`src/sv/modexp_pkg.sv`:
```
package modexp_pkg;

    // Default operand width and the reset values of the two registers.
    localparam int          OPERAND_WIDTH_DEFAULT = 64;
    localparam logic [63:0] PRIME_A               = 64'd4294967291;
    localparam logic [63:0] PRIME_B               = 64'd4294967279;
    localparam logic [63:0] RESET_EXPONENT        = 64'd65537;
    localparam logic [63:0] RESET_MODULUS         = PRIME_A * PRIME_B;

    // Configuration register indexes.
    localparam int         CFG_INDEX_WIDTH = 1;
    localparam logic [0:0] REG_EXPONENT    = 1'b0;
    localparam logic [0:0] REG_MODULUS     = 1'b1;

    // Sequencer states of the exponentiation core.
    typedef enum logic [2:0] {
        ST_IDLE,
        ST_REDUCE,
        ST_BIT,
        ST_MUL_RES,
        ST_SQUARE,
        ST_DONE
    } core_state_t;

endpackage

```
`src/sv/modexp_mulmod.sv`:
```
module modexp_mulmod
    import modexp_pkg::*;
#(
    parameter int OPERAND_WIDTH = OPERAND_WIDTH_DEFAULT
) (
    input  logic                     aclk,
    input  logic                     aresetn,
    input  logic                     start,
    input  logic [OPERAND_WIDTH-1:0] op_a,
    input  logic [OPERAND_WIDTH-1:0] op_b,
    input  logic [OPERAND_WIDTH-1:0] modulus,
    output logic                     done,
    output logic [OPERAND_WIDTH-1:0] product
);

    localparam int XW    = OPERAND_WIDTH + 2;
    localparam int CNT_W = $clog2(OPERAND_WIDTH + 1);

    logic [OPERAND_WIDTH-1:0] acc_reg, acc_next;
    logic [OPERAND_WIDTH-1:0] a_reg, a_next;
    logic [OPERAND_WIDTH-1:0] b_reg, b_next;
    logic [CNT_W-1:0]         cnt_reg, cnt_next;
    logic                     busy_reg, busy_next;
    logic                     done_reg, done_next;

    logic [XW-1:0] sum;
    logic [XW-1:0] mod_1x;
    logic [XW-1:0] mod_2x;
    logic [XW-1:0] diff_1x;
    logic [XW-1:0] diff_2x;
    logic [OPERAND_WIDTH-1:0] step;

    // One multiplier bit per cycle, MSB first: acc = (2*acc + bit*a) mod m.
    // The sum stays below three times the modulus, so at most two
    // subtractions are needed and both are formed side by side.
    always_comb begin
        sum     = {1'b0, acc_reg, 1'b0} + (b_reg[OPERAND_WIDTH-1] ? XW'(a_reg) : '0);
        mod_1x  = XW'(modulus);
        mod_2x  = {1'b0, modulus, 1'b0};
        diff_1x = sum - mod_1x;
        diff_2x = sum - mod_2x;
        if (sum >= mod_2x) begin
            step = diff_2x[OPERAND_WIDTH-1:0];
        end else if (sum >= mod_1x) begin
            step = diff_1x[OPERAND_WIDTH-1:0];
        end else begin
            step = sum[OPERAND_WIDTH-1:0];
        end
    end

    // Operand latch, shift and step counting.
    always_comb begin
        acc_next  = acc_reg;
        a_next    = a_reg;
        b_next    = b_reg;
        cnt_next  = cnt_reg;
        busy_next = busy_reg;
        done_next = 1'b0;
        if (start) begin
            acc_next  = '0;
            a_next    = op_a;
            b_next    = op_b;
            cnt_next  = CNT_W'(OPERAND_WIDTH);
            busy_next = 1'b1;
        end else if (busy_reg) begin
            acc_next = step;
            b_next   = {b_reg[OPERAND_WIDTH-2:0], 1'b0};
            cnt_next = cnt_reg - 1'b1;
            if (cnt_reg == CNT_W'(1)) begin
                busy_next = 1'b0;
                done_next = 1'b1;
            end
        end
    end

    always_ff @(posedge aclk) begin
        if (!aresetn) begin
            busy_reg <= 1'b0;
            done_reg <= 1'b0;
            cnt_reg  <= '0;
        end else begin
            busy_reg <= busy_next;
            done_reg <= done_next;
            cnt_reg  <= cnt_next;
        end
    end

    always_ff @(posedge aclk) begin
        acc_reg <= acc_next;
        a_reg   <= a_next;
        b_reg   <= b_next;
    end

    assign done    = done_reg;
    assign product = acc_reg;

endmodule

```
`src/sv/modexp_core.sv`:
```
module modexp_core
    import modexp_pkg::*;
#(
    parameter int OPERAND_WIDTH = OPERAND_WIDTH_DEFAULT
) (
    input  logic                     aclk,
    input  logic                     aresetn,
    input  logic                     in_valid,
    output logic                     in_ready,
    input  logic [OPERAND_WIDTH-1:0] in_base,
    input  logic [OPERAND_WIDTH-1:0] exponent,
    input  logic [OPERAND_WIDTH-1:0] modulus,
    output logic                     res_valid,
    input  logic                     res_take,
    output logic [OPERAND_WIDTH-1:0] res_data
);

    core_state_t state_reg, state_next;

    logic [OPERAND_WIDTH-1:0] exp_reg, exp_next;
    logic [OPERAND_WIDTH-1:0] result_reg, result_next;
    logic [OPERAND_WIDTH-1:0] power_reg, power_next;

    logic                     mm_start;
    logic [OPERAND_WIDTH-1:0] mm_a;
    logic [OPERAND_WIDTH-1:0] mm_b;
    logic                     mm_done;
    logic [OPERAND_WIDTH-1:0] mm_product;
    logic                     exp_last;

    // Shared modular multiplier; the base reduction runs on it as base * 1.
    modexp_mulmod #(
        .OPERAND_WIDTH(OPERAND_WIDTH)
    ) u_mulmod (
        .aclk    (aclk),
        .aresetn (aresetn),
        .start   (mm_start),
        .op_a    (mm_a),
        .op_b    (mm_b),
        .modulus (modulus),
        .done    (mm_done),
        .product (mm_product)
    );

    // True when the current exponent bit is the last one set.
    assign exp_last = (exp_reg[OPERAND_WIDTH-1:1] == '0);

    // Sequencer: scan the exponent LSB first, multiply then square.
    always_comb begin
        state_next  = state_reg;
        exp_next    = exp_reg;
        result_next = result_reg;
        power_next  = power_reg;
        mm_start    = 1'b0;
        mm_a        = power_reg;
        mm_b        = power_reg;
        case (state_reg)
            ST_IDLE: begin
                if (in_valid) begin
                    exp_next = exponent;
                    if (exponent == '0) begin
                        result_next = OPERAND_WIDTH'(1);
                        state_next  = ST_DONE;
                    end else if (modulus == '0) begin
                        result_next = '0;
                        state_next  = ST_DONE;
                    end else begin
                        // A modulus of one reduces the initial one to zero.
                        result_next = (modulus == OPERAND_WIDTH'(1)) ? '0 : OPERAND_WIDTH'(1);
                        mm_start    = 1'b1;
                        mm_a        = OPERAND_WIDTH'(1);
                        mm_b        = in_base;
                        state_next  = ST_REDUCE;
                    end
                end
            end
            ST_REDUCE: begin
                if (mm_done) begin
                    power_next = mm_product;
                    state_next = ST_BIT;
                end
            end
            ST_BIT: begin
                if (exp_reg[0]) begin
                    mm_start   = 1'b1;
                    mm_a       = result_reg;
                    mm_b       = power_reg;
                    state_next = ST_MUL_RES;
                end else begin
                    exp_next = exp_reg >> 1;
                    if (exp_last) begin
                        state_next = ST_DONE;
                    end else begin
                        mm_start   = 1'b1;
                        state_next = ST_SQUARE;
                    end
                end
            end
            ST_MUL_RES: begin
                if (mm_done) begin
                    result_next = mm_product;
                    exp_next    = exp_reg >> 1;
                    if (exp_last) begin
                        state_next = ST_DONE;
                    end else begin
                        mm_start   = 1'b1;
                        state_next = ST_SQUARE;
                    end
                end
            end
            ST_SQUARE: begin
                if (mm_done) begin
                    power_next = mm_product;
                    state_next = ST_BIT;
                end
            end
            ST_DONE: begin
                if (res_take) begin
                    state_next = ST_IDLE;
                end
            end
            default: begin
                state_next = ST_IDLE;
            end
        endcase
    end

    always_ff @(posedge aclk) begin
        if (!aresetn) begin
            state_reg <= ST_IDLE;
        end else begin
            state_reg <= state_next;
        end
    end

    always_ff @(posedge aclk) begin
        exp_reg    <= exp_next;
        result_reg <= result_next;
        power_reg  <= power_next;
    end

    assign in_ready  = (state_reg == ST_IDLE);
    assign res_valid = (state_reg == ST_DONE);
    assign res_data  = result_reg;

endmodule

```
`src/sv/modular_exponentiation_64_top.sv`:
```
// Modular exponentiation, right-to-left square and multiply.
// Input channel s_*: one base per transfer. Result channel m_*: one result
// per base, base ** exponent mod modulus, in the order the bases arrived.
// Configuration channel cfg_*: index 0 writes the exponent, index 1 the
// modulus; cfg_ready is always high and writes belong in idle periods.
// Order of work: the base is reduced first, then each set exponent bit
// costs one modular multiply and each exponent bit below the top set bit
// one squaring. An exponent of zero or a modulus of zero finishes without
// using the multiplier. The shared bit-serial modular multiplier handles
// one multiplier bit per cycle.
// One base is in work at a time; s_tready is high while the core is idle.
// A finished result moves into the output register, so the next base can
// be taken while m_tvalid waits on a stalled receiver; the core then holds
// its next result until the output register is free.
// Reset (aresetn low, synchronous) drops any item in work and any waiting
// result, and restores exponent 65537 and the default modulus.
module modular_exponentiation_64_top
    import modexp_pkg::*;
#(
    parameter int OPERAND_WIDTH = OPERAND_WIDTH_DEFAULT
) (
    input  logic                                   aclk,
    input  logic                                   aresetn,
    input  logic                                   s_tvalid,
    output logic                                   s_tready,
    // Fields from bit 0: base_value, then zero fill to whole bytes.
    input  logic [((OPERAND_WIDTH+7)/8)*8-1:0]     s_tdata,
    output logic                                   m_tvalid,
    input  logic                                   m_tready,
    // Fields from bit 0: power_result, then zero fill to whole bytes.
    output logic [((OPERAND_WIDTH+7)/8)*8-1:0]     m_tdata,
    input  logic                                   cfg_valid,
    output logic                                   cfg_ready,
    input  logic [CFG_INDEX_WIDTH-1:0]             cfg_index,
    input  logic [OPERAND_WIDTH-1:0]               cfg_data
);

    localparam int TDATA_W = ((OPERAND_WIDTH + 7) / 8) * 8;

    logic [OPERAND_WIDTH-1:0] exponent_reg, exponent_next;
    logic [OPERAND_WIDTH-1:0] modulus_reg, modulus_next;
    logic                     out_valid_reg, out_valid_next;
    logic [OPERAND_WIDTH-1:0] out_data_reg, out_data_next;

    logic                     res_valid;
    logic                     res_take;
    logic [OPERAND_WIDTH-1:0] res_data;

    modexp_core #(
        .OPERAND_WIDTH(OPERAND_WIDTH)
    ) u_core (
        .aclk      (aclk),
        .aresetn   (aresetn),
        .in_valid  (s_tvalid),
        .in_ready  (s_tready),
        .in_base   (s_tdata[OPERAND_WIDTH-1:0]),
        .exponent  (exponent_reg),
        .modulus   (modulus_reg),
        .res_valid (res_valid),
        .res_take  (res_take),
        .res_data  (res_data)
    );

    // Configuration register writes.
    assign cfg_ready = 1'b1;

    always_comb begin
        exponent_next = exponent_reg;
        modulus_next  = modulus_reg;
        if (cfg_valid) begin
            case (cfg_index)
                REG_EXPONENT: exponent_next = cfg_data;
                REG_MODULUS:  modulus_next  = cfg_data;
                default: begin
                end
            endcase
        end
    end

    // Output register: loads when empty or when its result is transferred.
    assign res_take = res_valid && (!out_valid_reg || m_tready);

    always_comb begin
        out_valid_next = out_valid_reg;
        out_data_next  = out_data_reg;
        if (res_take) begin
            out_valid_next = 1'b1;
            out_data_next  = res_data;
        end else if (m_tready) begin
            out_valid_next = 1'b0;
        end
    end

    always_ff @(posedge aclk) begin
        if (!aresetn) begin
            exponent_reg  <= RESET_EXPONENT[OPERAND_WIDTH-1:0];
            modulus_reg   <= RESET_MODULUS[OPERAND_WIDTH-1:0];
            out_valid_reg <= 1'b0;
        end else begin
            exponent_reg  <= exponent_next;
            modulus_reg   <= modulus_next;
            out_valid_reg <= out_valid_next;
        end
    end

    always_ff @(posedge aclk) begin
        out_data_reg <= out_data_next;
    end

    assign m_tvalid = out_valid_reg;
    assign m_tdata  = TDATA_W'(out_data_reg);

endmodule

```
`config.mk`:
```
export PLATFORM = sky130hd
export DESIGN_NAME = modular_exponentiation_64_top
export DESIGN_NICKNAME = d
export VERILOG_FILES = /design/src/sv/modexp_pkg.sv /design/src/sv/modexp_mulmod.sv /design/src/sv/modexp_core.sv /design/src/sv/modular_exponentiation_64_top.sv
export SDC_FILE = /design/constraint.sdc
export NUM_CORES = 1
export LEC_CHECK = 0
export BUFFER_PORTS_ARGS = -buffer_cell sky130_fd_sc_hd__buf_2
export CORE_MARGIN = 3
export CORE_UTILIZATION = 35
export CTS_BUF_LIST = sky130_fd_sc_hd__clkbuf_4 sky130_fd_sc_hd__clkbuf_8
export DETAILED_ROUTE_END_ITERATION = 10
export PLACE_DENSITY = 0.61
export SLEW_MARGIN = 20
export SYNTH_ARGS = -nofsm -noshare
export SYNTH_HDL_FRONTEND = slang
export SYNTH_SLANG_ARGS = --single-unit
export TNS_END_PERCENT = 1
```
`constraint.sdc`:
```
create_clock -name aclk -period 7.3 [get_ports aclk]
set_clock_uncertainty 0.1 [all_clocks]
set_input_delay 0 -clock aclk [delete_from_list [all_inputs] [get_ports aclk]]
set_output_delay 0 -clock aclk [all_outputs]
set_load 0.1 [all_outputs]
```
Word level (Yosys, flattened, before mapping)
Index checks and enable logic that the tools add are counted.
{ "totals": {"reg_bits": 589, "out_inout_bits": 67, "in_bits": 134} }
{ "classes": {"order_cmp": 2, "muxes": 48, "addsub": 4, "reduce_logical": 21, "eq_ne": 12, "bitwise_logic": 3} }
{ "op_table": {"columns": ["op", "n"], "rows": [
  ["$mux W64", 20],
  ["$pmux W64 S2", 2],
  ["$pmux W64 S3", 1],
  ["$logic_not A64 Y1", 2],
  ["$sub A64 B64 Y64", 2],
  ["$add A65 B64 Y66", 1],
  ["$ge A66 B64 Y1", 1],
  ["$ge A66 B65 Y1", 1],
  ["$eq A64 B1 Y1 const B", 1],
  ["$logic_not A63 Y1", 1],
  ["$mux W3", 7],
  ["$pmux W3 S5", 1],
  ["$mux W1", 14],
  ["$mux W7", 2],
  ["$reduce_and A4 Y1", 2],
  ["$eq A7 B1 Y1 const B", 1],
  ["$sub A7 B1 Y7 const B", 1],
  ["$eq A3 B2 Y1 const B", 2],
  ["$eq A3 B3 Y1 const B", 2],
  ["$ne A2 B2 Y1 const B", 3],
  ["$reduce_and A2 Y1", 3],
  ["$reduce_and A3 Y1", 2],
  ["$reduce_bool A2 Y1", 3],
  ["$ne A2 B1 Y1 const B", 2],
  ["10 further kinds", 13]
]} }

Logic depth before layout (Yosys ltp)
{ "logic_depth": {"ltp_word": 6, "ltp_mapped": 31, "mapped_depth_nobuf": 26} }

Cells and area by module
Synthesis repeated with hierarchy kept, for this count alone.
{ "hier_totals": {"cells_unflattened": 3797, "area_unflattened_um2": 36668.9} }
{ "modules_own_cells": {"columns": ["mod", "cells_each", "instances", "area_per_inst_um2", "seq_area_each_um2"], "rows": [
  ["modexp_mulmod", 2442, 1, 20313.2, 5305.1],
  ["modexp_core", 758, 1, 9429.0, 5825.6],
  ["modular_exponentiation_64_top", 597, 1, 6926.6, 4504.3]
]} }

Least setup slack after synthesis
Ideal clock, no wire load.
{ "synth_timing": {"kind": "flip-flop to flip-flop", "from": "register u_core.state_reg[0]", "to": "register u_core.power_reg[0], enable pin", "required_ns": 6.622, "t_arrival_ns": 5.838, "setup_time_ns": 0.578, "stages_incl_launch_ff": 6, "setup_slack_ns": 0.784, "path_cell_list": "dfxtp_1 -> clkbuf_1 -> clkbuf_1 -> buf_1 -> xnor2_1 -> nor3b_1"} }
{ "synth_via": {"elab_chain_len": 3} }
{ "synth_rtl": {"columns": ["item", "line_no", "source"], "rows": [
  ["start: declaration", "modexp_core.sv:18", "core_state_t state_reg, state_next;"],
  ["start signal: assignment", "modexp_core.sv:132", "state_reg <= state_next;"],
  ["$eq A3 B1 Y1 or $eq A3 B3 Y1 (tied branches)", "modexp_core.sv:57", "case (state_reg)"],
  ["$reduce_or A2 Y1 (no source line) (*)", null, null],
  ["$reduce_and A2 Y1 (no source line) (*)", null, null],
  ["end signal: assignment", "modexp_core.sv:139", "power_reg <= power_next;"],
  ["end: declaration", "modexp_core.sv:22", "logic [OPERAND_WIDTH-1:0] power_reg, power_next;"]
]} }
Every way passes the cells marked *; elsewhere a longest branch is shown, timed or not.
A chain may end at the register's enable or synchronous reset.

Worst setup path after layout
{ "layout_timing": {"from": "register u_core.u_mulmod.b_reg[63]", "to": "register u_core.u_mulmod.acc_reg[60] (netlist: u_core.u_mulmod.product[60])"} }
{ "layout_via": {"elab_chain_len": 5} }
{ "layout_rtl": {"columns": ["item", "line_no", "source"], "rows": [
  ["start: declaration", "modexp_mulmod.sv:21", "logic [OPERAND_WIDTH-1:0] b_reg, b_next;"],
  ["start signal: assignment", "modexp_mulmod.sv:91", "b_reg <= b_next;"],
  ["$mux W64 (*)", "modexp_mulmod.sv:37", "sum = {1'b0, acc_reg, 1'b0} + (b_reg[OPERAND_WIDTH-1] ? XW'(a_reg) : '0);"],
  ["$add A65 B64 Y66 (*)", "modexp_mulmod.sv:37", null],
  ["$sub A64 B64 Y64 or $ge A66 B64 Y1 (tied branches)", "modexp_mulmod.sv:40, modexp_mulmod.sv:44", null],
  ["$mux W64", "modexp_mulmod.sv:44", "end else if (sum >= mod_1x) begin"],
  ["$mux W64 (*)", "modexp_mulmod.sv:42", "if (sum >= mod_2x) begin"],
  ["end signal: assignment", "modexp_mulmod.sv:89", "acc_reg <= acc_next;"],
  ["end: declaration", "modexp_mulmod.sv:19", "logic [OPERAND_WIDTH-1:0] acc_reg, acc_next;"]
]} }
Marks and branches as above.

==> flow_summary_export.csv <==
group,metric,value,unit
route,wirelength,121000,um
cts,cts.sinks,589,
synthesis,synthMuxAreaShare,3.09,%
global_routing,grt_pass1_wl,184000,um
synthesis,synthDistinctLibCells,86,
final_layout,fillers,9683,
status,status,"finished clean",
sta,post-route-period-util,95.7,%
cts,cts_buffer_depth,3,
power_and_ir_drop,p_sw,0.00944,W
final_layout,multi_input_area,18300,um^2
cts,clkTransAtPathRegs,0.07,ns
floorplan,start_util,35.5,%
final_layout,layout-drive-gt1-share,12.6,%
job,max_cap_violations,0,
power_and_ir_drop,power_frac_comb,57.2,%
global_routing,use_met1,32.3,%
cts,root_buffer,"clkbuf_8",
final_layout,regArea,15600,um^2
power_and_ir_drop,p_clk_share,17.5,%
hold_path,hold_path.class,"in -> reg",
route,drt_iter0_markers,2365,
sta,tightestPinTransition,1.14,ns
hold_path,whs_path_depth,4,
global_routing,use_met3,2.91,%
power_and_ir_drop,netSwitchingFraction,46.1,%
floorplan,dieArea,104000,um^2
sta,max_slew_margin,24.1,%
placement,dp_hpwl,87200,um
route,via_per_inst,5.59,
worst_setup_path,worstPathArrival,7.57,ns
worst_setup_path,startpoint_type,"register",
final_layout,final_cell_mix,"nand2_1 (469), edfxtp_1 (384), dlygate4sd3_1 (297)",
power_and_ir_drop,power_leakage,17.4,nW
synthesis,ys_async_sr_fraction,0,%
power_and_ir_drop,peakVddDrop,270,uV
global_routing,grt_pass1_vias,30303,
global_routing,grtUsageTotal,22.8,%
synthesis,synth-seq-area-share,44.5,%
floorplan,dieWidth,323,um
final_layout,layout_commonest_cell,"nand2_1",
global_routing,use_met2,36.7,%
placement,port_buffers,199,
worst_setup_path,worstSetupPathType,"reg -> reg",
final_layout,final_util,43.6,%
worst_setup_path,reg2reg_depth,22,
sta,setup_viol,0,
sta,fmax,143,MHz
power_and_ir_drop,seqPwrFrac,25.3,%
final_layout,instances_no_fill,5513,
synthesis,synth_xor_area_share,4.49,%
power_and_ir_drop,powerDensity,475,nW/um^2
route,drc_errors,0,
route,ant_nets,0,
synthesis,yosys.area_share.simple,14.6,%
sta,maxSlewViolCount,0,
global_routing,antenna_found_initial,1,
sta,period_minus_slack,6.98,ns
placement,place_congestion,0.975,
cts,htreeDepth,3,
synthesis,yosys_warnings,0,
synthesis,synth-edff-count,384,
synthesis,synth_top_family_by_area,"compound AO/OA/AOI/OAI gates",
worst_setup_path,worstSetupEndpointType,"register",
synthesis,synth_area_per_cell,9.60,um^2
synthesis,synth-compound-area-share,22.5,%
synthesis,synth_fa_ha_area_share,7.05,%
sta,hold_viol,0,
global_routing,grt_max_degree,97,
worst_setup_path,worstPathMaxFanout,32,
floorplan,core_area,99000,um^2
cts,clock_latency,0.77,ns
floorplan,die_h,323,um
synthesis,syn_area,35100,um^2
route,wl_per_cell,22.0,um
cts,numCtsBuffers,104,
synthesis,synth-main-ff-cell,"edfxtp_1",
global_routing,busiest_layer,"met2",
cts,cts_setup_buffers,0,
route,dr.pass1.iters,6,
floorplan,num_rows,115,
floorplan,io_pins,201,
global_routing,gr-total-overflow,0,
power_and_ir_drop,power.internal,0.0111,W
placement,placed_cells,5016,
final_layout,syn2layout_area_growth,22.9,%
final_layout,fin_nets,4463,
route,vias,30831,
synthesis,synth-seq-cells,589,
cts,cts_tree,"yes",
worst_setup_path,worstPathRequired,7.88,ns
synthesis,netlist_instances,3658,
synthesis,synth_nets,3988,
## synth_stat cells, drive strengths merged (6+ instances only)
cell type | instances | area (um^2)
o221ai | 12 | 105
a21oi | 256 | 1280
nand2b | 20 | 125
o31ai | 18 | 149
nor4 | 63 | 400
and3 | 78 | 488
clkbuf | 184 | 694
buf | 33 | 175
a22o | 126 | 1100
o21bai | 37 | 278
dfxtp | 205 | 4100
inv | 125 | 469
o21a | 29 | 218
a31oi | 23 | 144
o22ai | 7 | 43.8
a21o | 112 | 841
nand2 | 472 | 1780
or2 | 7 | 43.8
nor2b | 19 | 119
mux2i | 106 | 1060
nand3 | 58 | 290
nand3b | 6 | 45.0
o211ai | 56 | 420
xnor2 | 118 | 1030
a21boi | 108 | 811
edfxtp | 384 | 11500
ha | 193 | 2410
nor2 | 129 | 489
xor2 | 62 | 543
nor3 | 42 | 210
or3 | 11 | 73.8
a22oi | 44 | 330
nand4 | 67 | 419
a41oi | 7 | 61.3
a221o | 7 | 70.1
o21ai | 232 | 1160
and2 | 88 | 551
a211oi | 33 | 248
## stage by stage
step	TNS, ns	setup slack, ns	instance area, um^2	hold WS, ns	total power (W)
CTS	0	0.180	43100	0.0243	0.0203
global placement	0	0.349	37700	0.147	0.0165
floorplan	0	0.784	35100	0.0240	0.0130
finish	0	0.316	43200	0.0940	0.0205
detailed placement	0	0.238	37700	0.153	0.0165
global route	-0.0432	-0.0264	43200	0.0677	0.0218
## what timing repair did
| item | in CTS | in global routing |
|---|---|---|
| endpoints found under the setup margin | 0 | 64 |
| hold buffers | 298 | 0 |
| endpoints found under the hold margin | 206 | 0 |
| resized for setup | 0 | 11 |
## critical path, stage by stage (launching register included)
cell and delay, ns:
edfxtp_1 0.43, buf_8 0.21, and2_1 0.16, ha_1 0.37
a211oi_1 0.27, o221a_2 0.24, nor2b_1 0.26, nand2_1 0.09
a21boi_0 0.44, o221ai_1 0.31, a211oi_1 0.41, xnor2_1 0.25
ha_1 0.49, nand2_1 0.12, or3_1 0.32, or4_1 0.57
nor2_1 0.19, a211o_1 0.18, a21oi_1 0.16, o31a_1 0.42
o41ai_1 0.33, mux2_2 0.39, a32oi_1 0.18
## worst paths after layout
path / from / endpoint / slack, ns
hold reg to reg: u_core.res_data[49] / m_tdata[49] / 0.35
hold / removal: s_tdata[42] / u_core.u_mulmod.b_reg[42] / 0.09
setup / recovery: u_core.u_mulmod.b_reg[63] / u_core.u_mulmod.product[60] / 0.32
setup reg to reg: u_core.u_mulmod.b_reg[63] / u_core.u_mulmod.product[60] / 0.32
## power groups by stage
stage	clock network, W	logic (W)	registers (W)
floorplan	0	0.00793	0.00509
global placement	0	0.0113	0.00523
detailed placement	0	0.0113	0.00524
CTS	0.00366	0.0115	0.00519
global route	0.00381	0.0127	0.00527
finish	0.00358	0.0117	0.00519
## layout make-up
| class | count | area share [%] |
|---|---|---|
| multi-input cells | 2727 | 42.4 |
| flip-flops and latches | 589 | 36.2 |
| repair buffers | 586 | 10.9 |
| clock buffers | 143 | 4.17 |
| well taps | 1287 | 3.73 |
| clock inverters | 54 | 1.46 |
| inverters | 125 | 1.09 |
| diodes | 2 | 0.0116 |
## layer usage
metal	share of wire, %	vias up
met5	0	-
met4	2.4	0
met3	6.4	169
met2	45	1101
met1	46	14957
li1	-	14604
## logic make-up after synthesis
group | count (synthesis)
AOI/OAI and AO/OA | 1172
and+or+nand+nor | 1070
DFF | 589
buffers and inverters | 342
adders and majority gates | 196
xor gates and xnor gates | 180
muxes | 108
other | 1
Note: power is estimated with default switching activity, not from simulation.
